`config.mk`:
```
export PLATFORM = sky130hd
export DESIGN_NAME = clipped_pixel_write_rgb_to_cmyk_core_flat
export DESIGN_NICKNAME = d
export VERILOG_FILES = /design/src/hw/rtl/cpwc_pkg.sv /design/src/hw/rtl/cpwc_stream_if.sv /design/src/hw/rtl/cpwc_front.sv /design/src/hw/rtl/cpwc_div_cell.sv /design/src/hw/rtl/clipped_pixel_write_rgb_to_cmyk_core.sv /design/src/flat_wrapper.sv
export SDC_FILE = /design/constraint.sdc
export NUM_CORES = 2
export LEC_CHECK = 0
export BUFFER_PORTS_ARGS = -buffer_cell sky130_fd_sc_hd__buf_2
export CORE_MARGIN = 4
export CORE_UTILIZATION = 32
export DETAILED_ROUTE_END_ITERATION = 12
export PLACE_DENSITY = 0.49
export SLEW_MARGIN = 20
export SYNTH_ARGS = -nofsm -noshare
export SYNTH_HDL_FRONTEND = slang
export SYNTH_HIERARCHICAL = 1
export SYNTH_SLANG_ARGS = --single-unit
```
`constraint.sdc`:
```
create_clock -name clk -period 59.5 [get_ports clk]
set_input_delay 2.975 -clock clk [delete_from_list [all_inputs] [get_ports clk]]
set_output_delay 2.975 -clock clk [all_outputs]
set_load 0.05 [all_outputs]
```
`src/hw/rtl/cpwc_pkg.sv`:
```
// shared types and constants of the clipped pixel write converter
// no dependencies
package cpwc_pkg;

    localparam int CH_W      = 8;
    localparam int POS_W     = 16;
    localparam int DIM_W     = 13;
    localparam int OFF_W     = 26;
    localparam int DIVD_W    = 16;
    localparam int NUM_LANES = 3;
    localparam int QUO_W     = 8;

    // register indexes of the configuration port
    typedef enum logic [1:0] {
        CFG_CMYK_MODE    = 2'd0,
        CFG_IMAGE_WIDTH  = 2'd1,
        CFG_IMAGE_HEIGHT = 2'd2
    } cfg_index_t;

    typedef struct packed {
        logic signed [POS_W-1:0] pos_x;
        logic signed [POS_W-1:0] pos_y;
        logic [CH_W-1:0]         red;
        logic [CH_W-1:0]         green;
        logic [CH_W-1:0]         blue;
    } pixel_t;

    typedef struct packed {
        logic [OFF_W-1:0] byte_offset;
        logic [CH_W-1:0]  sample_zero;
        logic [CH_W-1:0]  sample_one;
        logic [CH_W-1:0]  sample_two;
        logic [CH_W-1:0]  sample_three;
    } result_t;

    typedef struct packed {
        logic [1:0]       index;
        logic [DIM_W-1:0] value;
    } cfg_write_t;

    // front stage output: clipped, product formed, dividends ready
    typedef struct packed {
        logic                                 cmyk;
        logic [OFF_W-1:0]                     prod;
        logic [DIM_W-1:0]                     x;
        logic [CH_W-1:0]                      mx;
        logic [NUM_LANES-1:0][DIVD_W-1:0]     dividend;
        logic [NUM_LANES-1:0][CH_W-1:0]       rgb;
    } front_t;

    // item travelling along the divider cells
    typedef struct packed {
        logic                                 cmyk;
        logic [OFF_W-1:0]                     offset;
        logic [CH_W-1:0]                      divisor;
        logic [NUM_LANES-1:0][DIVD_W-1:0]     rem;
        logic [NUM_LANES-1:0][QUO_W-1:0]      quo;
        logic [NUM_LANES-1:0][CH_W-1:0]       rgb;
    } cell_t;

endpackage

```
`src/hw/rtl/cpwc_stream_if.sv`:
```
// valid/ready channel carrying one item of a chosen type
// no dependencies
interface cpwc_stream_if #(parameter type item_t = logic);
    logic  valid;
    logic  ready;
    item_t data;

    modport source (output valid, output data, input ready);
    modport sink (input valid, input data, output ready);
endinterface

```
`src/hw/rtl/cpwc_front.sv`:
```
// front stage: clipping, row product, channel maximum and ink dividends
// depends on cpwc_pkg
module cpwc_front (
    input  logic            clk,
    input  logic            rst_n,
    input  logic            adv,
    input  logic            in_valid,
    input  cpwc_pkg::pixel_t in_pixel,
    input  logic            cmyk_mode,
    input  logic [12:0]     image_width,
    input  logic [12:0]     image_height,
    output logic            out_valid,
    output cpwc_pkg::front_t out_front
);
    import cpwc_pkg::*;

    logic            valid_reg;
    logic            valid_next;
    front_t          front_reg;
    front_t          front_next;
    logic            x_ok;
    logic            y_ok;
    logic [CH_W-1:0] mx_rg;
    logic [CH_W-1:0] mx;
    logic [NUM_LANES-1:0][CH_W-1:0] chan;
    logic [CH_W-1:0] diff;

    always_comb
    begin
        x_ok = !in_pixel.pos_x[POS_W-1]
            && (in_pixel.pos_x[POS_W-2:0] < {{(POS_W-1-DIM_W){1'b0}}, image_width});
        y_ok = !in_pixel.pos_y[POS_W-1]
            && (in_pixel.pos_y[POS_W-2:0] < {{(POS_W-1-DIM_W){1'b0}}, image_height});
        valid_next = in_valid && x_ok && y_ok;

        chan[0] = in_pixel.red;
        chan[1] = in_pixel.green;
        chan[2] = in_pixel.blue;
        mx_rg = (chan[0] > chan[1]) ? chan[0] : chan[1];
        mx    = (mx_rg > chan[2]) ? mx_rg : chan[2];

        front_next.cmyk = cmyk_mode;
        // y is below the height here, so its low bits carry the whole row
        front_next.prod = OFF_W'(in_pixel.pos_y[DIM_W-1:0]) * OFF_W'(image_width);
        front_next.x    = in_pixel.pos_x[DIM_W-1:0];
        front_next.mx   = mx;
        front_next.rgb  = chan;
        diff = '0;
        for (int l = 0; l < NUM_LANES; l++)
        begin
            diff = mx - chan[l];
            // 255 * diff as a shift and a subtract
            front_next.dividend[l] = {diff, {CH_W{1'b0}}} - {{CH_W{1'b0}}, diff};
        end
    end

    always_ff @(posedge clk or negedge rst_n)
    begin
        if (!rst_n)
        begin
            valid_reg <= 1'b0;
        end
        else if (adv)
        begin
            valid_reg <= valid_next;
        end
    end

    always_ff @(posedge clk)
    begin
        if (adv)
        begin
            front_reg <= front_next;
        end
    end

    assign out_valid = valid_reg;
    assign out_front = front_reg;

endmodule

```
`src/hw/rtl/cpwc_div_cell.sv`:
```
// one restoring division cell: settles one quotient bit for all three inks
// depends on cpwc_pkg
module cpwc_div_cell #(
    parameter int BIT = 0
) (
    input  logic           clk,
    input  logic           rst_n,
    input  logic           adv,
    input  logic           in_valid,
    input  cpwc_pkg::cell_t in_cell,
    output logic           out_valid,
    output cpwc_pkg::cell_t out_cell
);
    import cpwc_pkg::*;

    logic              valid_reg;
    cell_t             cell_reg;
    cell_t             cell_next;
    logic [DIVD_W-1:0] step_sub;

    always_comb
    begin
        cell_next = in_cell;
        step_sub  = {{(DIVD_W-CH_W){1'b0}}, in_cell.divisor} << BIT;
        for (int l = 0; l < NUM_LANES; l++)
        begin
            // zero divisor means pure black: quotient stays zero
            if ((in_cell.divisor != '0) && (in_cell.rem[l] >= step_sub))
            begin
                cell_next.rem[l]      = in_cell.rem[l] - step_sub;
                cell_next.quo[l][BIT] = 1'b1;
            end
        end
    end

    always_ff @(posedge clk or negedge rst_n)
    begin
        if (!rst_n)
        begin
            valid_reg <= 1'b0;
        end
        else if (adv)
        begin
            valid_reg <= in_valid;
        end
    end

    always_ff @(posedge clk)
    begin
        if (adv)
        begin
            cell_reg <= cell_next;
        end
    end

    assign out_valid = valid_reg;
    assign out_cell  = cell_reg;

endmodule

```
`src/hw/rtl/clipped_pixel_write_rgb_to_cmyk_core.sv`:
```
// top level of the clipped pixel write converter with rgb to cmyk inks
// depends on cpwc_pkg, cpwc_stream_if, cpwc_front, cpwc_div_cell
//
//   channel  | dir | payload      | notes
//   ---------+-----+--------------+-----------------------------------------
//   pixel    | in  | pixel_t      | one pixel write per item
//   result   | out | result_t     | zero or one item per pixel write
//   cfg      | in  | cfg_write_t  | register writes, always ready
//
// one item enters per cycle while the skid is empty; from pixel accept to result
// valid an item passes the front stage, eight divider cells and the output register
// the divider chain settles one quotient bit per cell, msb first
// reset clears all valid flags and sets rgb mode with 4096 x 4096
// a stalled result fills the skid register, which freezes the whole pipe and
// drops pixel ready on the next cycle; ready returns once the skid drains
module clipped_pixel_write_rgb_to_cmyk_core #(
    parameter int MAX_DIM = 4096
) (
    input  logic          clk,
    input  logic          rst_n,
    cpwc_stream_if.sink   pixel,
    cpwc_stream_if.source result,
    cpwc_stream_if.sink   cfg
);
    import cpwc_pkg::*;

    localparam int NUM_CELLS = QUO_W;
    // the 13-bit registers cannot exceed this anyway
    localparam int DIM_CAP = (MAX_DIM < (2 ** DIM_W - 1)) ? MAX_DIM : (2 ** DIM_W - 1);
    localparam logic [DIM_W-1:0] DIM_CAP_V = DIM_W'(DIM_CAP);
    localparam logic [DIM_W-1:0] DIM_RESET = (4096 > DIM_CAP) ? DIM_CAP_V : DIM_W'(4096);

    // configuration registers, dimensions stored already clamped
    logic             cmyk_mode_reg;
    logic [DIM_W-1:0] width_reg;
    logic [DIM_W-1:0] height_reg;
    logic [DIM_W-1:0] dim_next;

    // pipeline
    logic             adv;
    logic             front_valid;
    front_t           front_q;
    logic [OFF_W-1:0] offset_sum;
    logic             chain_valid [0:NUM_CELLS];
    cell_t            chain_cell [0:NUM_CELLS];
    result_t          pipe_item;

    // output register and skid
    logic             out_valid_reg;
    result_t          out_item_reg;
    logic             skid_valid_reg;
    result_t          skid_item_reg;

    // ---------------- configuration port ----------------
    assign cfg.ready = 1'b1;
    assign dim_next  = (cfg.data.value > DIM_CAP_V) ? DIM_CAP_V : cfg.data.value;

    always_ff @(posedge clk or negedge rst_n)
    begin
        if (!rst_n)
        begin
            cmyk_mode_reg <= 1'b0;
            width_reg     <= DIM_RESET;
            height_reg    <= DIM_RESET;
        end
        else if (cfg.valid)
        begin
            unique case (cfg.data.index)
                CFG_CMYK_MODE:    cmyk_mode_reg <= cfg.data.value[0];
                CFG_IMAGE_WIDTH:  width_reg     <= dim_next;
                CFG_IMAGE_HEIGHT: height_reg    <= dim_next;
                default:          ;   // unknown index: write ignored
            endcase
        end
    end

    // ---------------- front stage ----------------
    // whole pipe moves together unless the skid holds an item
    assign adv         = !skid_valid_reg;
    assign pixel.ready = adv;

    cpwc_front u_front (
        .clk          (clk),
        .rst_n        (rst_n),
        .adv          (adv),
        .in_valid     (pixel.valid),
        .in_pixel     (pixel.data),
        .cmyk_mode    (cmyk_mode_reg),
        .image_width  (width_reg),
        .image_height (height_reg),
        .out_valid    (front_valid),
        .out_front    (front_q)
    );

    // offset = (y*w + x) * samples, wrapped to 26 bits; feeds the first cell
    always_comb
    begin
        offset_sum = front_q.prod + {{(OFF_W-DIM_W){1'b0}}, front_q.x};

        chain_valid[0]        = front_valid;
        chain_cell[0].cmyk    = front_q.cmyk;
        chain_cell[0].offset  = front_q.cmyk ? {offset_sum[OFF_W-3:0], 2'b00}
                                             : offset_sum + {offset_sum[OFF_W-2:0], 1'b0};
        chain_cell[0].divisor = front_q.mx;
        chain_cell[0].rem     = front_q.dividend;
        chain_cell[0].quo     = '0;
        chain_cell[0].rgb     = front_q.rgb;
    end

    // ---------------- divider chain, msb first ----------------
    for (genvar k = 0; k < NUM_CELLS; k++)
    begin : g_cell
        cpwc_div_cell #(
            .BIT (NUM_CELLS - 1 - k)
        ) u_cell (
            .clk       (clk),
            .rst_n     (rst_n),
            .adv       (adv),
            .in_valid  (chain_valid[k]),
            .in_cell   (chain_cell[k]),
            .out_valid (chain_valid[k+1]),
            .out_cell  (chain_cell[k+1])
        );
    end

    // ---------------- sample selection ----------------
    always_comb
    begin
        pipe_item.byte_offset = chain_cell[NUM_CELLS].offset;
        if (chain_cell[NUM_CELLS].cmyk)
        begin
            pipe_item.sample_zero  = chain_cell[NUM_CELLS].quo[0];
            pipe_item.sample_one   = chain_cell[NUM_CELLS].quo[1];
            pipe_item.sample_two   = chain_cell[NUM_CELLS].quo[2];
            // black is 255 - max
            pipe_item.sample_three = ~chain_cell[NUM_CELLS].divisor;
        end
        else
        begin
            pipe_item.sample_zero  = chain_cell[NUM_CELLS].rgb[0];
            pipe_item.sample_one   = chain_cell[NUM_CELLS].rgb[1];
            pipe_item.sample_two   = chain_cell[NUM_CELLS].rgb[2];
            pipe_item.sample_three = '0;
        end
    end

    // ---------------- output register and skid ----------------
    always_ff @(posedge clk or negedge rst_n)
    begin
        if (!rst_n)
        begin
            out_valid_reg  <= 1'b0;
            skid_valid_reg <= 1'b0;
        end
        else if (!skid_valid_reg)
        begin
            if (chain_valid[NUM_CELLS])
            begin
                if (!out_valid_reg || result.ready)
                begin
                    out_valid_reg <= 1'b1;
                end
                else
                begin
                    // result stalled: park the arriving item
                    skid_valid_reg <= 1'b1;
                end
            end
            else if (result.ready)
            begin
                out_valid_reg <= 1'b0;
            end
        end
        else if (result.ready)
        begin
            skid_valid_reg <= 1'b0;
        end
    end

    always_ff @(posedge clk)
    begin
        if (!skid_valid_reg)
        begin
            if (chain_valid[NUM_CELLS])
            begin
                if (!out_valid_reg || result.ready)
                begin
                    out_item_reg <= pipe_item;
                end
                else
                begin
                    skid_item_reg <= pipe_item;
                end
            end
        end
        else if (result.ready)
        begin
            out_item_reg <= skid_item_reg;
        end
    end

    assign result.valid = out_valid_reg;
    assign result.data  = out_item_reg;

endmodule

```
`src/flat_wrapper.sv`:
```
// flat-port wrapper written by rule: the top's interface ports become plain ports
module clipped_pixel_write_rgb_to_cmyk_core_flat import cpwc_pkg::*;
#(
    parameter int MAX_DIM = 4096
)
  (clk, rst_n, pixel_valid, pixel_data, pixel_ready, result_valid, result_data, result_ready, cfg_valid, cfg_data, cfg_ready);
  cpwc_stream_if #(.item_t(pixel_t)) pixel_i ();
  cpwc_stream_if #(.item_t(result_t)) result_i ();
  cpwc_stream_if #(.item_t(cfg_write_t)) cfg_i ();
  input  logic clk;
  input  logic rst_n;
  input wire logic [$bits(pixel_i.valid)-1:0] pixel_valid;
  input wire logic [$bits(pixel_i.data)-1:0] pixel_data;
  output wire logic [$bits(pixel_i.ready)-1:0] pixel_ready;
  output wire logic [$bits(result_i.valid)-1:0] result_valid;
  output wire logic [$bits(result_i.data)-1:0] result_data;
  input wire logic [$bits(result_i.ready)-1:0] result_ready;
  input wire logic [$bits(cfg_i.valid)-1:0] cfg_valid;
  input wire logic [$bits(cfg_i.data)-1:0] cfg_data;
  output wire logic [$bits(cfg_i.ready)-1:0] cfg_ready;
  assign pixel_i.valid = pixel_valid;
  assign pixel_i.data = pixel_data;
  assign pixel_ready = pixel_i.ready;
  assign result_valid = result_i.valid;
  assign result_data = result_i.data;
  assign result_i.ready = result_ready;
  assign cfg_i.valid = cfg_valid;
  assign cfg_i.data = cfg_data;
  assign cfg_ready = cfg_i.ready;
  clipped_pixel_write_rgb_to_cmyk_core #(.MAX_DIM(MAX_DIM)) u_core (.clk(clk), .rst_n(rst_n), .pixel(pixel_i), .result(result_i), .cfg(cfg_i));
endmodule
```
==> summary.txt <==
Timing
  • Worst Max-Slew Pin Slew: 1.09 ns
  • Fin crit share: 13.9%
  • Setup violators final: 0
  • Max Freq: 0.121 GHz
  • Slew Viols, Final: 0
  • Final hold violation count: 0
  • WHS: 0.406 ns
  • Clock skew: 0.0402 ns
  • Unrepaired setup endpoints after global routing: no
  • Minimum clock period: 8.27 ns
  • Relative slew slack: 27.5%
  • Post-Route Setup TNS: 0 ns

Die
  • Chip height: 452 um
  • Chip width: 452 um
  • Row cnt: 162
  • Core area: 0.196 mm2
  • IO Pins: 137
  • Die footprint: 0.205 mm2
  • Initial Util: 32.3%

Min path
  • Hold Crit Class: reg -> reg
  • Hold path startpoint: u_core/g_cell[1].u_cell/out_cell[124]

Finish
  • Most common cell after layout, fill and taps aside: edfxtp_1
  • Area occupied by multi-input gates: 0.0235 mm2
  • Fillers: 18563
  • Fin area: 0.0719 mm2
  • Share of layout cells above drive strength 1: 13.0%
  • Register cell area after layout: 0.0381 mm2
  • Area grow syn2layout: 13.7%
  • Final #Nets: 5441
  • Most frequent cells in the layout: edfxtp_1 (1236), ha_1 (369), inv_1 (366)
  • Max reg flops: 1000

Critical path
  • Cells along the critical path: buf_2 > inv_1 > ha_1 > nor2b_1 > o211ai_1 > a21oi_1 > o21ai_2 > mux2i_1 > ha_1 > a21oi_1 > o21ai_0 > o211ai_2 > nor2_1 > a21oi_1 > ha_1 > nor2b_1 > o31a_1 > o21ai_0 > a21oi_1 > nor4_1 > and3_1 > o21ai_0
  • Crit. End Element: register
  • CP Launch Type: input port
  • Worst reg2reg startpoint: u_core/width_reg[1]
  • CP peak stage delay: 0.63 ns
  • Worst EP arrival: 8.77 ns
  • Critical path class: in -> reg
  • Crit path max-delay cell type: a21oi_1
  • Setup crit start: pixel_data[9]
  • CP max FO: 18
  • Worst endpoint required time: 60.00 ns
  • CP dominant cell by count: a21oi_1

GRT
  • GRT Total Usage: 12.8%
  • Pin count of the biggest net entering global routing: 102
  • Vias in the first global route: 35267
  • Initial antenna violation count: 4
  • Global-route wire length before repair: 207 mm
  • Total gr overflow: 0

Route
  • Vias per cell: 4.64
  • Routed WL per cell: 17.5 um
  • Antenna viol nets, final: 0
  • DRT Pass-1 Iters: 5
  • Drt total wl: 133 mm
  • Vias: 35171
  • DRT iter0 DRCs: 2180
  • Residual DRC: 0

Clock tree
  • CTS sink count: 1274
  • CTS Buf Count: 142
  • Hold_buf cts: 0
  • CTS HTree Levels: 4
  • Post-CTS Setup Repair Bufs: 0
  • Clock buffer depth: 3
  • CTS tree: done
  • Post_cts resized: 0
  • Clock transition at path regs: 0.06 ns
  • Root buffer cell: clkbuf_16
  • Clk_lat worst skew: 0.78 ns

Place
  • Final GP Congestion: 0.837
  • Placed Area: 0.0671 mm2
  • Hpwl dp: 97.2 mm
  • IO buf count: 135

Pwr
  • Static leakage: 27.7 nW
  • Pint: 2.61 mW
  • Combinational power share: 38.6%
  • Clock network power share: 22.0%
  • Peak VDD IR: 0.0278 mV
  • Sequential cell fraction of total power: 39.4%
  • Power per cell area: 55.6 mW/mm2
  • Switching pwr: 1.38 mW
  • Switch share: 34.7%

Flow run
  • Max-cap violation count: 0

Synth
  • Post-synthesis cell count: 4597
  • Syn_area_per_cell: 13.8 um2
  • Syn Std Cell Area: 0.0632 mm2
  • YS warnings: 6

Status
  • Status: finished clean
[layout make-up]
cell class | instances | area share, %
Sequential cell | 1274 | 53.0
Inverter | 368 | 1.93
Clock buffer | 169 | 5.15
Antenna cell | 2 | 0.00697
Tap cell | 2624 | 4.57
Clock inverter | 87 | 1.43
Multi-Input combinational cell | 2898 | 32.7
Timing Repair Buffer | 162 | 1.24
[metrics by stage]
stage,worst slack (ns),std cells,util (%),total power [mW]
3_3_place_gp,50.49,7325,34.3,3.12
4_1_cts,51.34,7581,36.7,4.04
6_report,51.23,7584,36.7,3.99
2_1_floorplan,23.87,4620,-,2.72
5_1_grt,50.80,7583,36.7,4.30
3_5_place_dp,50.48,7325,34.3,3.13
[path summary, 6_finish.rpt]
check	endpoint	slack [ns]	cells past startpoint
worst max-delay path	u_core/u_front/out_front[50]	51.23	22
worst min-delay path	u_core/g_cell[2].u_cell/out_cell[124]	0.41	0
worst max register to register	u_core/u_front/out_front[116]	53.59	18
worst min register to register	u_core/g_cell[2].u_cell/out_cell[124]	0.41	0
max in group asynchronous	u_core/width_reg[12]	56.87	2
min in group asynchronous	u_core/g_cell[7].u_cell/out_valid	2.08	1
[power groups by stage]
stage	clock, mW	combinational (mW)	sequential, mW
5_1_grt	0.951	1.74	1.61
2_1_floorplan	0	1.22	1.50
4_1_cts	0.914	1.54	1.58
3_5_place_dp	0	1.53	1.60
3_3_place_gp	0	1.52	1.59
6_report	0.879	1.54	1.57
[worst max-delay path, delay by kind of cell]
kind                       cells  cell delay, ns
AOI/OAI and AO/OA             11            3.03
adders and majority gates      3            0.93
buffers and inverters          2            0.29
muxes                          1            0.35
and+or+nand+nor                5            1.20
[metal layers]
metal  share of wire (%)  vias up  global-route usage [%]
met5              0.0053        -                       0
met4                 2.3        2                    3.75
met3                 3.3      177                    2.18
met2                  46      510                    20.2
met1                  49    16985                    18.2
li1                    -    17497                       -
Power figures use the tool's default switching activity.
